### src/rtl/fids_pkg.sv
`default_nettype none

package fids_pkg;

  // time and fixed-point formats
  localparam int unsigned TIME_BITS = 32;
  localparam int unsigned FRAC_BITS = 16;

  localparam int unsigned PERIOD_W = 16;
  localparam int unsigned GAIN_W   = 16;
  localparam int unsigned WIN_W    = 32;
  localparam int unsigned FREQ_W   = FRAC_BITS + 1;
  localparam int unsigned SP_W     = PERIOD_W + FREQ_W;
  localparam int unsigned NUM_W    = TIME_BITS + FRAC_BITS;
  localparam int unsigned CMP_W    = TIME_BITS + FRAC_BITS + 1;
  localparam int unsigned ERR_W    = 32;
  localparam int unsigned INT_W    = 40;
  localparam int unsigned MUL_W    = INT_W + GAIN_W + 1;
  localparam int unsigned COUNT_W  = 3;
  localparam int unsigned BITS_W   = 4;

  localparam int unsigned FREQ_ONE = 1 << FRAC_BITS;
  localparam int unsigned FREQ_LO  = (FREQ_ONE * 4) / 5;
  localparam int unsigned FREQ_HI  = (FREQ_ONE * 6) / 5;

  localparam logic [PERIOD_W-1:0] PERIOD_RST = PERIOD_W'(2000);
  localparam logic [GAIN_W-1:0]   GAIN_RST   = GAIN_W'(16384);

  localparam logic [COUNT_W-1:0] COUNT_TWO   = COUNT_W'(2);
  localparam logic [COUNT_W-1:0] COUNT_THREE = COUNT_W'(3);
  localparam logic [COUNT_W-1:0] COUNT_FOUR  = COUNT_W'(4);
  localparam logic [BITS_W-1:0]  CELL_BITS   = 4'b1000;

  // register map, byte address 4*index
  localparam int unsigned APB_AW = 4;
  localparam int unsigned APB_DW = 32;

  typedef enum logic [1:0] {
    REG_CELL_PERIOD = 2'd0,
    REG_INT_GAIN    = 2'd1,
    REG_WIN_START   = 2'd2,
    REG_WIN_END     = 2'd3
  } fids_reg_e;

  typedef struct packed {
    logic [PERIOD_W-1:0] cell_period;
    logic [GAIN_W-1:0]   integral_gain;
    logic [WIN_W-1:0]    window_start;
    logic [WIN_W-1:0]    window_end;
  } fids_cfg_t;

  typedef enum logic [3:0] {
    ST_IDLE,
    ST_SCALE,
    ST_CMP3,
    ST_CMP4,
    ST_SUB,
    ST_DIFF,
    ST_DIV,
    ST_INTEG,
    ST_GAIN,
    ST_FREQ,
    ST_OUT
  } fids_state_e;

endpackage

`default_nettype wire

### src/rtl/fids_regs.sv
`default_nettype none

module fids_regs (
  input  wire logic                          clk_i,
  input  wire logic                          rst_ni,
  input  wire logic                          psel,
  input  wire logic                          penable,
  input  wire logic                          pwrite,
  input  wire logic [fids_pkg::APB_AW-1:0]   paddr,
  input  wire logic [fids_pkg::APB_DW-1:0]   pwdata,
  output logic      [fids_pkg::APB_DW-1:0]   prdata,
  output logic                               pready,
  output fids_pkg::fids_cfg_t                cfg_o
);
  import fids_pkg::*;

  fids_cfg_t cfg_q;
  fids_reg_e sel;
  logic      wr_en;

  assign sel    = fids_reg_e'(paddr[3:2]);
  assign pready = 1'b1;
  assign wr_en  = psel && penable && pwrite;

  always_ff @(posedge clk_i or negedge rst_ni) begin
    if (!rst_ni) begin
      cfg_q.cell_period   <= PERIOD_RST;
      cfg_q.integral_gain <= GAIN_RST;
      cfg_q.window_start  <= '0;
      cfg_q.window_end    <= '0;
    end else if (wr_en) begin
      case (sel)
        REG_CELL_PERIOD: cfg_q.cell_period   <= pwdata[PERIOD_W-1:0];
        REG_INT_GAIN:    cfg_q.integral_gain <= pwdata[GAIN_W-1:0];
        REG_WIN_START:   cfg_q.window_start  <= pwdata[WIN_W-1:0];
        REG_WIN_END:     cfg_q.window_end    <= pwdata[WIN_W-1:0];
        default: ;
      endcase
    end
  end

  always_comb begin
    case (sel)
      REG_CELL_PERIOD: prdata = APB_DW'(cfg_q.cell_period);
      REG_INT_GAIN:    prdata = APB_DW'(cfg_q.integral_gain);
      REG_WIN_START:   prdata = APB_DW'(cfg_q.window_start);
      REG_WIN_END:     prdata = APB_DW'(cfg_q.window_end);
      default:         prdata = '0;
    endcase
  end

  assign cfg_o = cfg_q;

endmodule

`default_nettype wire

### src/rtl/fids_div.sv
`default_nettype none

// restoring divider, one quotient bit per cycle
module fids_div (
  input  wire logic                          clk_i,
  input  wire logic                          rst_ni,
  input  wire logic                          start_i,
  input  wire logic [fids_pkg::NUM_W-1:0]    dividend_i,
  input  wire logic [fids_pkg::PERIOD_W-1:0] divisor_i,
  output logic                               done_o,
  output logic      [fids_pkg::NUM_W-1:0]    quotient_o
);
  import fids_pkg::*;

  localparam int unsigned CNT_W = $clog2(NUM_W);

  logic                busy_q;
  logic                done_q;
  logic [CNT_W-1:0]    cnt_q;
  logic [NUM_W-1:0]    quo_q;
  logic [PERIOD_W-1:0] rem_q;
  logic [PERIOD_W-1:0] dvs_q;
  logic [PERIOD_W:0]   trial;
  logic [PERIOD_W:0]   trial_sub;
  logic                fits;

  assign trial     = {rem_q, quo_q[NUM_W-1]};
  assign trial_sub = trial - {1'b0, dvs_q};
  assign fits      = trial >= {1'b0, dvs_q};

  always_ff @(posedge clk_i or negedge rst_ni) begin
    if (!rst_ni) begin
      busy_q <= 1'b0;
      done_q <= 1'b0;
      cnt_q  <= '0;
    end else begin
      done_q <= 1'b0;
      if (start_i) begin
        busy_q <= 1'b1;
        cnt_q  <= CNT_W'(NUM_W - 1);
      end else if (busy_q) begin
        cnt_q <= cnt_q - CNT_W'(1);
        if (cnt_q == '0) begin
          busy_q <= 1'b0;
          done_q <= 1'b1;
        end
      end
    end
  end

  always_ff @(posedge clk_i) begin
    if (start_i) begin
      quo_q <= dividend_i;
      rem_q <= '0;
      dvs_q <= divisor_i;
    end else if (busy_q) begin
      quo_q <= {quo_q[NUM_W-2:0], fits};
      rem_q <= fits ? trial_sub[PERIOD_W-1:0] : trial[PERIOD_W-1:0];
    end
  end

  assign done_o     = done_q;
  assign quotient_o = quo_q;

endmodule

`default_nettype wire

### src/rtl/flux_interval_data_separator.sv
`default_nettype none

// channel     dir  handshake                     payload
// s_axis      in   s_axis_tvalid/s_axis_tready   tdata[31:0] flux_time_ns
// m_axis      out  m_axis_tvalid/m_axis_tready   tdata[23:0] count, bits, frequency
// apb         in   psel/penable/pwrite, pready=1 paddr[3:2] register, pwdata, prdata
//
// a kept timestamp with a previous one holds the sequencer after its transfer, so the
//   next input transfer waits until the result is loaded into the output register
// the sequencer runs the serial divider for the phase error (48 steps and a done
//   strobe), and its other steps work around one shared multiplier (scaled period,
//   then integral times gain)
// a skipped or priming timestamp leaves the sequencer idle, s_axis_tready stays high
// s_axis_tready is high only while the sequencer is idle
// the result sits in an output register; the next item is accepted while it waits,
//   and a further result holds the sequencer in its last step until that register frees
// async active-low reset: gain 0.25, period 2000, ratio 1.0, integral 0, no previous
module flux_interval_data_separator (
  input  wire logic        clk_i,
  input  wire logic        rst_ni,
  // input stream
  input  wire logic        s_axis_tvalid,
  output logic             s_axis_tready,
  input  wire logic [31:0] s_axis_tdata,   // [31:0] flux_time_ns
  // output stream
  output logic             m_axis_tvalid,
  input  wire logic        m_axis_tready,
  output logic      [23:0] m_axis_tdata,   // [2:0] cell_count, [6:3] cell_bits,
                                           // [23:7] frequency_ratio
  // configuration
  input  wire logic        psel,
  input  wire logic        penable,
  input  wire logic        pwrite,
  input  wire logic [3:0]  paddr,
  input  wire logic [31:0] pwdata,
  output logic      [31:0] prdata,
  output logic             pready
);
  import fids_pkg::*;

  fids_cfg_t   cfg;
  fids_state_e state_q, state_d;

  // timing state
  logic                 prev_valid_q;
  logic [TIME_BITS-1:0] prev_time_q;
  logic [TIME_BITS-1:0] delta_q;
  logic [FREQ_W-1:0]    freq_q;
  logic signed [INT_W-1:0] integ_q;

  // working registers
  logic signed [MUL_W-1:0] prod_q;
  logic [COUNT_W-1:0]      count_q;
  logic [SP_W+1:0]         sub_q;
  logic                    neg_q;

  // output register
  logic                    out_valid_q;
  logic [COUNT_W-1:0]      out_count_q;
  logic [FREQ_W-1:0]       out_freq_q;

  logic                    in_xfer;
  logic                    in_window;
  logic [TIME_BITS-1:0]    t_in;
  logic [PERIOD_W-1:0]     period_eff;
  logic [SP_W-1:0]         sp;
  logic [CMP_W-1:0]        delta_scaled;
  logic [SP_W+2:0]         sp_x5, sp_x7;
  logic [NUM_W-1:0]        num, sub_ext, mag;
  logic                    num_ge;
  logic                    div_start, div_done;
  logic [NUM_W-1:0]        quot;
  logic signed [ERR_W-1:0] err;
  logic signed [INT_W:0]   integ_sum;
  logic signed [INT_W-1:0] integ_sat;
  logic signed [INT_W-1:0] mul_a;
  logic signed [GAIN_W:0]  mul_b;
  logic signed [MUL_W-1:0] mul_p;
  logic signed [INT_W-1:0] gain_q16;
  logic signed [INT_W:0]   freq_sum;
  logic [FREQ_W-1:0]       freq_clamped;
  logic                    out_load;

  fids_regs u_regs (
    .clk_i   (clk_i),
    .rst_ni  (rst_ni),
    .psel    (psel),
    .penable (penable),
    .pwrite  (pwrite),
    .paddr   (paddr),
    .pwdata  (pwdata),
    .prdata  (prdata),
    .pready  (pready),
    .cfg_o   (cfg)
  );

  // window check on the incoming timestamp
  assign t_in      = s_axis_tdata[TIME_BITS-1:0];
  assign in_window = (t_in >= cfg.window_start) &&
                     ((cfg.window_end == '0) || (t_in <= cfg.window_end));
  assign s_axis_tready = (state_q == ST_IDLE);
  assign in_xfer       = s_axis_tvalid && s_axis_tready;

  // zero period behaves as one
  assign period_eff = (cfg.cell_period == '0) ? PERIOD_W'(1) : cfg.cell_period;

  // shared multiplier: period*ratio first, integral*gain later
  always_comb begin
    if (state_q == ST_SCALE) begin
      mul_a = $signed({{(INT_W-FREQ_W){1'b0}}, freq_q});
      mul_b = $signed({{(GAIN_W+1-PERIOD_W){1'b0}}, period_eff});
    end else begin
      mul_a = integ_q;
      mul_b = $signed({1'b0, cfg.integral_gain});
    end
  end
  assign mul_p = mul_a * mul_b;

  // count thresholds: interval*2^(F+1) against 5 and 7 scaled half periods
  assign sp           = prod_q[SP_W-1:0];
  assign delta_scaled = {delta_q, {(FRAC_BITS+1){1'b0}}};
  assign sp_x5        = {1'b0, sp, 2'b00} + {3'b000, sp};
  assign sp_x7        = {sp, 3'b000} - {3'b000, sp};

  // signed distance of the interval from count scaled periods
  assign num     = {delta_q, {FRAC_BITS{1'b0}}};
  assign sub_ext = NUM_W'(sub_q);
  assign num_ge  = num >= sub_ext;
  assign mag     = num_ge ? (num - sub_ext) : (sub_ext - num);
  assign div_start = (state_q == ST_DIFF);

  fids_div u_div (
    .clk_i      (clk_i),
    .rst_ni     (rst_ni),
    .start_i    (div_start),
    .dividend_i (mag),
    .divisor_i  (period_eff),
    .done_o     (div_done),
    .quotient_o (quot)
  );

  // error in cells, saturated to 32 bits
  always_comb begin
    if (!neg_q) begin
      if (quot > NUM_W'({1'b0, {(ERR_W-1){1'b1}}})) begin
        err = $signed({1'b0, {(ERR_W-1){1'b1}}});
      end else begin
        err = $signed(quot[ERR_W-1:0]);
      end
    end else begin
      if (quot > NUM_W'({1'b1, {(ERR_W-1){1'b0}}})) begin
        err = $signed({1'b1, {(ERR_W-1){1'b0}}});
      end else begin
        err = -$signed(quot[ERR_W-1:0]);
      end
    end
  end

  // integral add with saturation to its own width
  assign integ_sum = {integ_q[INT_W-1], integ_q} + (INT_W+1)'(err);
  always_comb begin
    if (integ_sum[INT_W] != integ_sum[INT_W-1]) begin
      integ_sat = integ_sum[INT_W] ? $signed({1'b1, {(INT_W-1){1'b0}}})
                                   : $signed({1'b0, {(INT_W-1){1'b1}}});
    end else begin
      integ_sat = integ_sum[INT_W-1:0];
    end
  end

  // floor of the product by 2^16 is an arithmetic shift, then clamp the ratio
  assign gain_q16 = prod_q[INT_W+GAIN_W-1:GAIN_W];
  assign freq_sum = $signed((INT_W+1)'(FREQ_ONE)) + {gain_q16[INT_W-1], gain_q16};
  always_comb begin
    if (freq_sum < $signed((INT_W+1)'(FREQ_LO))) begin
      freq_clamped = FREQ_W'(FREQ_LO);
    end else if (freq_sum > $signed((INT_W+1)'(FREQ_HI))) begin
      freq_clamped = FREQ_W'(FREQ_HI);
    end else begin
      freq_clamped = freq_sum[FREQ_W-1:0];
    end
  end

  assign out_load = (state_q == ST_OUT) && (!out_valid_q || m_axis_tready);

  // sequencer
  always_ff @(posedge clk_i or negedge rst_ni) begin
    if (!rst_ni) begin
      state_q <= ST_IDLE;
    end else begin
      state_q <= state_d;
    end
  end

  always_comb begin
    state_d = state_q;
    case (state_q)
      ST_IDLE:  if (in_xfer && in_window && prev_valid_q) state_d = ST_SCALE;
      ST_SCALE: state_d = ST_CMP3;
      ST_CMP3:  state_d = ST_CMP4;
      ST_CMP4:  state_d = ST_SUB;
      ST_SUB:   state_d = ST_DIFF;
      ST_DIFF:  state_d = ST_DIV;
      ST_DIV:   if (div_done) state_d = ST_INTEG;
      ST_INTEG: state_d = ST_GAIN;
      ST_GAIN:  state_d = ST_FREQ;
      ST_FREQ:  state_d = ST_OUT;
      ST_OUT:   if (out_load) state_d = ST_IDLE;
      default:  state_d = ST_IDLE;
    endcase
  end

  // loop state
  always_ff @(posedge clk_i or negedge rst_ni) begin
    if (!rst_ni) begin
      prev_valid_q <= 1'b0;
      prev_time_q  <= '0;
      freq_q       <= FREQ_W'(FREQ_ONE);
      integ_q      <= '0;
    end else begin
      if (in_xfer && in_window) begin
        prev_valid_q <= 1'b1;
        prev_time_q  <= t_in;
      end
      if (state_q == ST_INTEG) integ_q <= integ_sat;
      if (state_q == ST_FREQ)  freq_q  <= freq_clamped;
    end
  end

  // working registers
  always_ff @(posedge clk_i) begin
    if (in_xfer) delta_q <= t_in - prev_time_q;
    if (state_q == ST_SCALE || state_q == ST_GAIN) prod_q <= mul_p;
    if (state_q == ST_CMP3) begin
      count_q <= (delta_scaled >= CMP_W'(sp_x5)) ? COUNT_THREE : COUNT_TWO;
    end
    if (state_q == ST_CMP4 && delta_scaled >= CMP_W'(sp_x7)) count_q <= COUNT_FOUR;
    if (state_q == ST_SUB) begin
      case (count_q)
        COUNT_THREE: sub_q <= {1'b0, sp, 1'b0} + {2'b00, sp};
        COUNT_FOUR:  sub_q <= {sp, 2'b00};
        default:     sub_q <= {1'b0, sp, 1'b0};
      endcase
    end
    if (state_q == ST_DIFF) neg_q <= !num_ge;
  end

  // output register
  always_ff @(posedge clk_i or negedge rst_ni) begin
    if (!rst_ni) begin
      out_valid_q <= 1'b0;
    end else if (out_load) begin
      out_valid_q <= 1'b1;
    end else if (m_axis_tready) begin
      out_valid_q <= 1'b0;
    end
  end

  always_ff @(posedge clk_i) begin
    if (out_load) begin
      out_count_q <= count_q;
      out_freq_q  <= freq_q;
    end
  end

  assign m_axis_tvalid = out_valid_q;
  assign m_axis_tdata  = {out_freq_q, CELL_BITS, out_count_q};

endmodule

`default_nettype wire
### config.mk
export PLATFORM = sky130hd
export DESIGN_NAME = flux_interval_data_separator
export DESIGN_NICKNAME = d
export VERILOG_FILES = /design/src/rtl/fids_pkg.sv /design/src/rtl/fids_regs.sv /design/src/rtl/fids_div.sv /design/src/rtl/flux_interval_data_separator.sv
export SDC_FILE = /design/constraint.sdc
export NUM_CORES = 2
export LEC_CHECK = 0
export BUFFER_PORTS_ARGS = -buffer_cell sky130_fd_sc_hd__clkbuf_2
export CAP_MARGIN = 10
export CORE_ASPECT_RATIO = 0.75
export CORE_UTILIZATION = 60
export CTS_CLUSTER_DIAMETER = 60
export DETAILED_ROUTE_END_ITERATION = 8
export GPL_TIMING_DRIVEN = 0
export PLACE_DENSITY = 0.86
export SYNTH_ARGS = -nofsm -noshare
export SYNTH_HDL_FRONTEND = slang
export SYNTH_SLANG_ARGS = --single-unit
export TNS_END_PERCENT = 30
### constraint.sdc
create_clock -name clk_i -period 24.2 [get_ports clk_i]
set_input_delay 1.21 -clock clk_i [delete_from_list [all_inputs] [get_ports clk_i]]
set_output_delay 1.21 -clock clk_i [all_outputs]
set_load 0.02 [all_outputs]
**Yosys cells after proc, flatten, opt, wreduce, memory -nomap -nowiden**

Cells that the tools add are included.

- Bits of input ports: 75
- ROM bits: 0
- Memory bits (writable): 0
- Memories kept: 0
- Bits in latches: 0
- Word-level logic and storage cells: 120
- Output and inout port bits: 59
- Bits in registers: 426

- Bitwise logic cells: 0
- Shift-type cells: 0
- Multiply operators: 1
- Reduce and logical (&&, ||, !) cells: 25
- Muxes and demuxes: 31
- Eq/ne operators: 19
- Divide/modulo/power cells: 0
- Magnitude comparators: 10
- Add/subtract/negate cells: 11

Operators by type and width:

| operator | number |
|---|---|
| 2-to-1 mux 48 bit | 3 |
| one-hot mux 32 bit (4 select lines) | 1 |
| 2-to-1 mux 40 bit | 3 |
| greater-or-equal comparator 49 x 36 -> 1 bit | 2 |
| 2-to-1 mux 32 bit | 3 |
| one-hot mux 35 bit (2 select lines) | 1 |
| multiplier 40 x 17 -> 56 bit | 1 |
| greater-or-equal comparator 48 x 35 -> 1 bit | 1 |
| greater-than comparator 48 x 31 -> 1 bit (second input constant) | 1 |
| greater-than comparator 48 x 32 -> 1 bit (second input constant) | 1 |
| 2-to-1 mux 16 bit | 3 |
| subtractor 35 x 48 -> 48 bit | 1 |
| subtractor 48 x 35 -> 48 bit | 1 |
| one-hot mux 4 bit (11 select lines) | 1 |
| adder 18 x 40 -> 41 bit (first input constant) | 1 |
| adder 40 x 32 -> 41 bit | 1 |
| greater-than comparator 41 x 18 -> 1 bit (second input constant) | 1 |
| less-than comparator 41 x 17 -> 1 bit (second input constant) | 1 |
| adder 35 x 33 -> 36 bit | 1 |
| subtractor 36 x 33 -> 36 bit | 1 |
| adder 34 x 33 -> 35 bit | 1 |
| 2-to-1 mux 17 bit | 2 |
| greater-or-equal comparator 32 bit | 1 |
| less-or-equal comparator 32 bit | 1 |
| 30 further kinds | 63 |

**Depth between registers and ports, before layout**

- Depth in word-level cells: 7
- Mapped depth: 31
- Depth with buffers taken out: 27

**Cells and area by module**

From an unflattened synthesis, not the netlist that was laid out.

- Cell total of the unflattened synthesis: 6258
- Area total of the unflattened synthesis: 56026.2 um^2

Modules (own cells, without submodules):

| module | seq. area each (um^2) | instances | area an instance (um^2) | cells each |
|---|---|---|---|---|
| flux_interval_data_separator | 6762.7 | 1 | 47111.4 | 5603 |
| fids_div | 2442.3 | 1 | 4606.9 | 388 |
| fids_regs | 2411.1 | 1 | 4307.9 | 267 |

**Least setup slack after synthesis**

No wires, ideal clock.

- Path kind: register -> register
- Start: register state_q[3]
- End: register prod_q[54], data pin
- Stages on the path, launching flop included: 29
- Setup slack: 16.079 ns
- Required time: 23.936 ns
- Clock period less this slack: 8.121 ns
- Path buffers: 5
- Data arrival time: 7.858 ns
- Setup time: 0.264 ns
- Cells stage by stage: dfrtp_1 clkbuf_1 nor3_1 clkbuf_1 buf_1 clkbuf_1 nand2_1 nand2_1 nand2_1 fa_1 inv_1 fa_1 fa_1 fa_1 fa_1 inv_1 fa_1 inv_1 ha_1 clkbuf_1 a21oi_1 a311oi_1 o21ba_2 nor3_1 o31a_1 o221a_2 o31ai_1 a221oi_1 xnor2_1

- Cells in the longest elaborated chain, start to end: 3
- Elaborated cells between the ends (all ways): 4
- Those cells by class: mul (1); eq/ne (1); mux (2)

RTL lines:

| item | RTL line | RTL |
|---|---|---|
| start, declared | flux_interval_data_separator.sv:42 | `fids_state_e state_q, state_d;` |
| start signal, assigned | flux_interval_data_separator.sv:190 | `state_q <= state_d;` |
| equality test 4 x 1 -> 1 bit (*) | flux_interval_data_separator.sv:109 | `if (state_q == ST_SCALE) begin` |
| 2-to-1 mux 40 bit / 2-to-1 mux 16 bit (equally long branches) | flux_interval_data_separator.sv:109 |  |
| multiplier 40 x 17 -> 56 bit (*) | flux_interval_data_separator.sv:117 | `assign mul_p = mul_a * mul_b;` |
| named net mul_p[54] | flux_interval_data_separator.sv:78 | `logic signed [MUL_W-1:0] mul_p;` |
| end signal, assigned | flux_interval_data_separator.sv:232 | `if (state_q == ST_SCALE \|\| state_q == ST_GAIN) prod_q <= mul_p;` |
| end, declared | flux_interval_data_separator.sv:52 | `logic signed [MUL_W-1:0] prod_q;` |

The timed path passes the listed nets; every way through them passes the cells marked *.
A chain may end at the register's enable or synchronous reset.

**Final worst setup path**

- Start: register state_q[3]
- End: register prod_q[53], data pin

Same word-level chain as after synthesis.

==> results.toml <==
[setup_path]
slowest_delay_ns = 0.95
worst_path_most_repeated_cell = "fa_1"
cp_slowest_cell = "mux2i_1"
worstPathMaxFanout = 10
path_delay_family = "adder cells"
end_kind = "flop"
startpoint_type = "flop"
crit_buf_inv = 7
critPathRequiredTime_ns = 24.60
worstPathArrival_ns = 11.38
worst-setup-path-type = "reg2reg"

[timing]
whs_ns = 0.476
rsz0062_at_grt = "no"
maxSlewViolCount = 0
period_minus_slack_ns = 10.98
max_freq_mhz = 91.1
finalSetupViolCount = 0
post-route-period-util_pct = 45.4
max-slew-margin-rel_pct = 9.93
finalHoldViolCount = 0
worstMarginPinSlew_ns = 1.31
tns_ns = 0
clock_skew_ns = 0.0700

[detailed_routing]
drt_pre_antenna_iters = 6
num_vias = 48086
routedWlPerCell_um = 22.8
drtIter0Drc = 5732
ant_nets = 0
drc = 0
totalWireLength_um = 175000
routed_via_density = 6.24

[floorplanning]
core_region_area_um2 = 91400
num_rows = 96
die_x_um = 353
dieHeight_um = 265
ioPinCount = 134
die_area_um2 = 93400
floorplan.initialDensity_pct = 60.5

[hold_path]
min_path_type = "reg2reg"

[synthesis]
synth-edff-count = 208
avgSynthCellArea_um2 = 8.87
seq_area_frac_synth_pct = 21.0
synth-seq-cells = 426
yosys_warnings = 0
synth_flop_cell = "edfxtp_1"
yosysUniqueCellTypes = 94
async_reset_ff_share_pct = 46.7
syn_area_um2 = 55300
syn_inst = 6238

[cts]
path_clk_slew_ns = 0.07
holdBufCountCts = 0
clock-sinks = 426
h-tree-depth = 2
insertion_delay_ns = 0.66
root_buffer = "clkbuf_16"
tritoncts = "done"
cts-buffers-inserted = 49
ctsResizeCount = 0
postCtsSetupBuffers = 0
clockBufferDepth = 3

[placement]
gp_congestion = 1.02
dp_cells = 7605
dp_hpwl_um = 142000
io_buffer_count = 124

[global_route]
grt_max_degree = 110
grt_pass1_vias = 47066
track_usage_pct = 37.6
gr-total-overflow = 0
grt_pass1_wl_um = 271000
antenna_found_initial = 12

[run_status]
outcome = "completed"

[cells_and_area]
drive_above_1_share_pct = 6.38
nNetsFinal = 7589
filler_cell_count = 7438
mostFrequentLayoutCells = "inv_1, nand2_1, fa_1, ha_1, nor2_1"
final_util_pct = 65.0
final_cells = 7703
syn_to_final_growth_pct = 7.35
layout_commonest_cell = "inv_1"

[job]
drv_cap = 0
[path summary, 6_finish.rpt]
kind                                         startpoint                            to  slack, ns  cells after the start
setup / recovery                 state_q[3]$_DFFE_PN0P_          prod_q[53]$_DFFE_PP_      13.22                     27
hold / removal             u_div.rem_q[15]$_SDFFE_PP0P_  u_div.rem_q[15]$_SDFFE_PP0P_       0.48                      2
setup reg to reg                 state_q[3]$_DFFE_PN0P_          prod_q[53]$_DFFE_PP_      13.22                     27
hold reg to reg            u_div.rem_q[15]$_SDFFE_PP0P_  u_div.rem_q[15]$_SDFFE_PP0P_       0.48                      2
max in group asynchronous                        rst_ni  u_regs.cfg_o[19]$_DFFE_PN0P_      22.50                      2
min in group asynchronous                        rst_ni        u_div.busy_q$_DFF_PN0_       0.67                      1
[synth_stat cells (all sizes together) (44+ instances only)]
cell	count	area share, %
inv	984	6.7
nand2	756	5.1
fa	602	22
ha	479	11
nor2	346	2.3
a21oi	328	3.0
o21ai	316	2.9
clkbuf	231	1.6
edfxtp	208	11
dfrtp	191	8.6
xnor2	177	2.8
a21o	163	2.2
and3	146	1.7
mux2	101	2.1
nor3	86	0.79
xor2	85	1.3
nand3	74	0.67
mux2i	63	1.1
nor2b	61	0.69
nand4	60	0.68
and2	56	0.63
o21bai	50	0.68
nand2b	46	0.52
o21a	44	0.60
[metal layers]
layer  track usage, %  vias to the layer above  part of all wire (%)
li1                 -                    21319                     -
met4             12.8                        6                   3.8
met2             53.7                     2892                    41
met5                0                        -                 0.023
met3             11.3                      421                    14
met1             54.2                    23448                    41
[logic make-up after synthesis]
family	Yosys count	share of synthesized area [%]
buf+inv	1246	8.55
xor+xnor	262	4.15
compound gates	1249	14.5
mux	180	3.85
fa+ha+maj	1105	33.1
simple gates	1768	14.9
flops	426	21.0
other cells	2	0.0136
[metrics by stage]
stage / instance area [um^2] / setup WS (ns)
after floorplan: 55300 / 16.08
after global placement: 57500 / 13.69
after detailed placement: 57700 / 13.55
after CTS: 59400 / 13.56
after global routing: 59400 / 12.83
final: 59400 / 13.22
[layout make-up]
cell class	instances	area, um^2	area share, %
multi-input combinational	4569	39000	65.7
sequential	426	11600	19.6
inverter	984	3690	6.22
tap	1225	1530	2.58
clock buffer	60	1310	2.20
buffer	262	1030	1.74
timing repair buffer	141	830	1.40
clock inverter	32	355	0.598
antenna	4	10.0	0.0169
[worst register-to-register path, delay by kind of cell (launching register included)]
kind,cells,cell delay [ns]
adder cells (fa/ha/maj),7,3.35
AO/OA/AOI/OAI,7,2.95
buffers and inverters,7,1.68
AND/OR/NAND/NOR,4,1.30
multiplexers,1,0.96
flip-flops,1,0.42
XOR/XNOR,1,0.11
[state kept, by name, summed over array words and instances (netlist names)]
| register | count |
|---|---|
| neg_q | 1 |
| out_count_q | 3 |
| u_div.rem_q | 16 |
| prev_time_q | 32 |
| u_div.done_o | 1 |
| freq_q | 17 |
| m_axis_tvalid | 1 |
| u_regs.cfg_o | 96 |
| prev_valid_q | 1 |
| delta_q | 32 |
| prod_q | 56 |
| count_q | 3 |
| u_div.dvs_q | 16 |
| u_div.cnt_q | 6 |
| u_div.quotient_o | 48 |
| out_freq_q | 17 |
| integ_q | 40 |
| sub_q | 35 |
| state_q | 4 |
| u_div.busy_q | 1 |
Power is not shown: default switching activity piles up to over one toggle a cycle in this logic, so the estimate is an artifact.
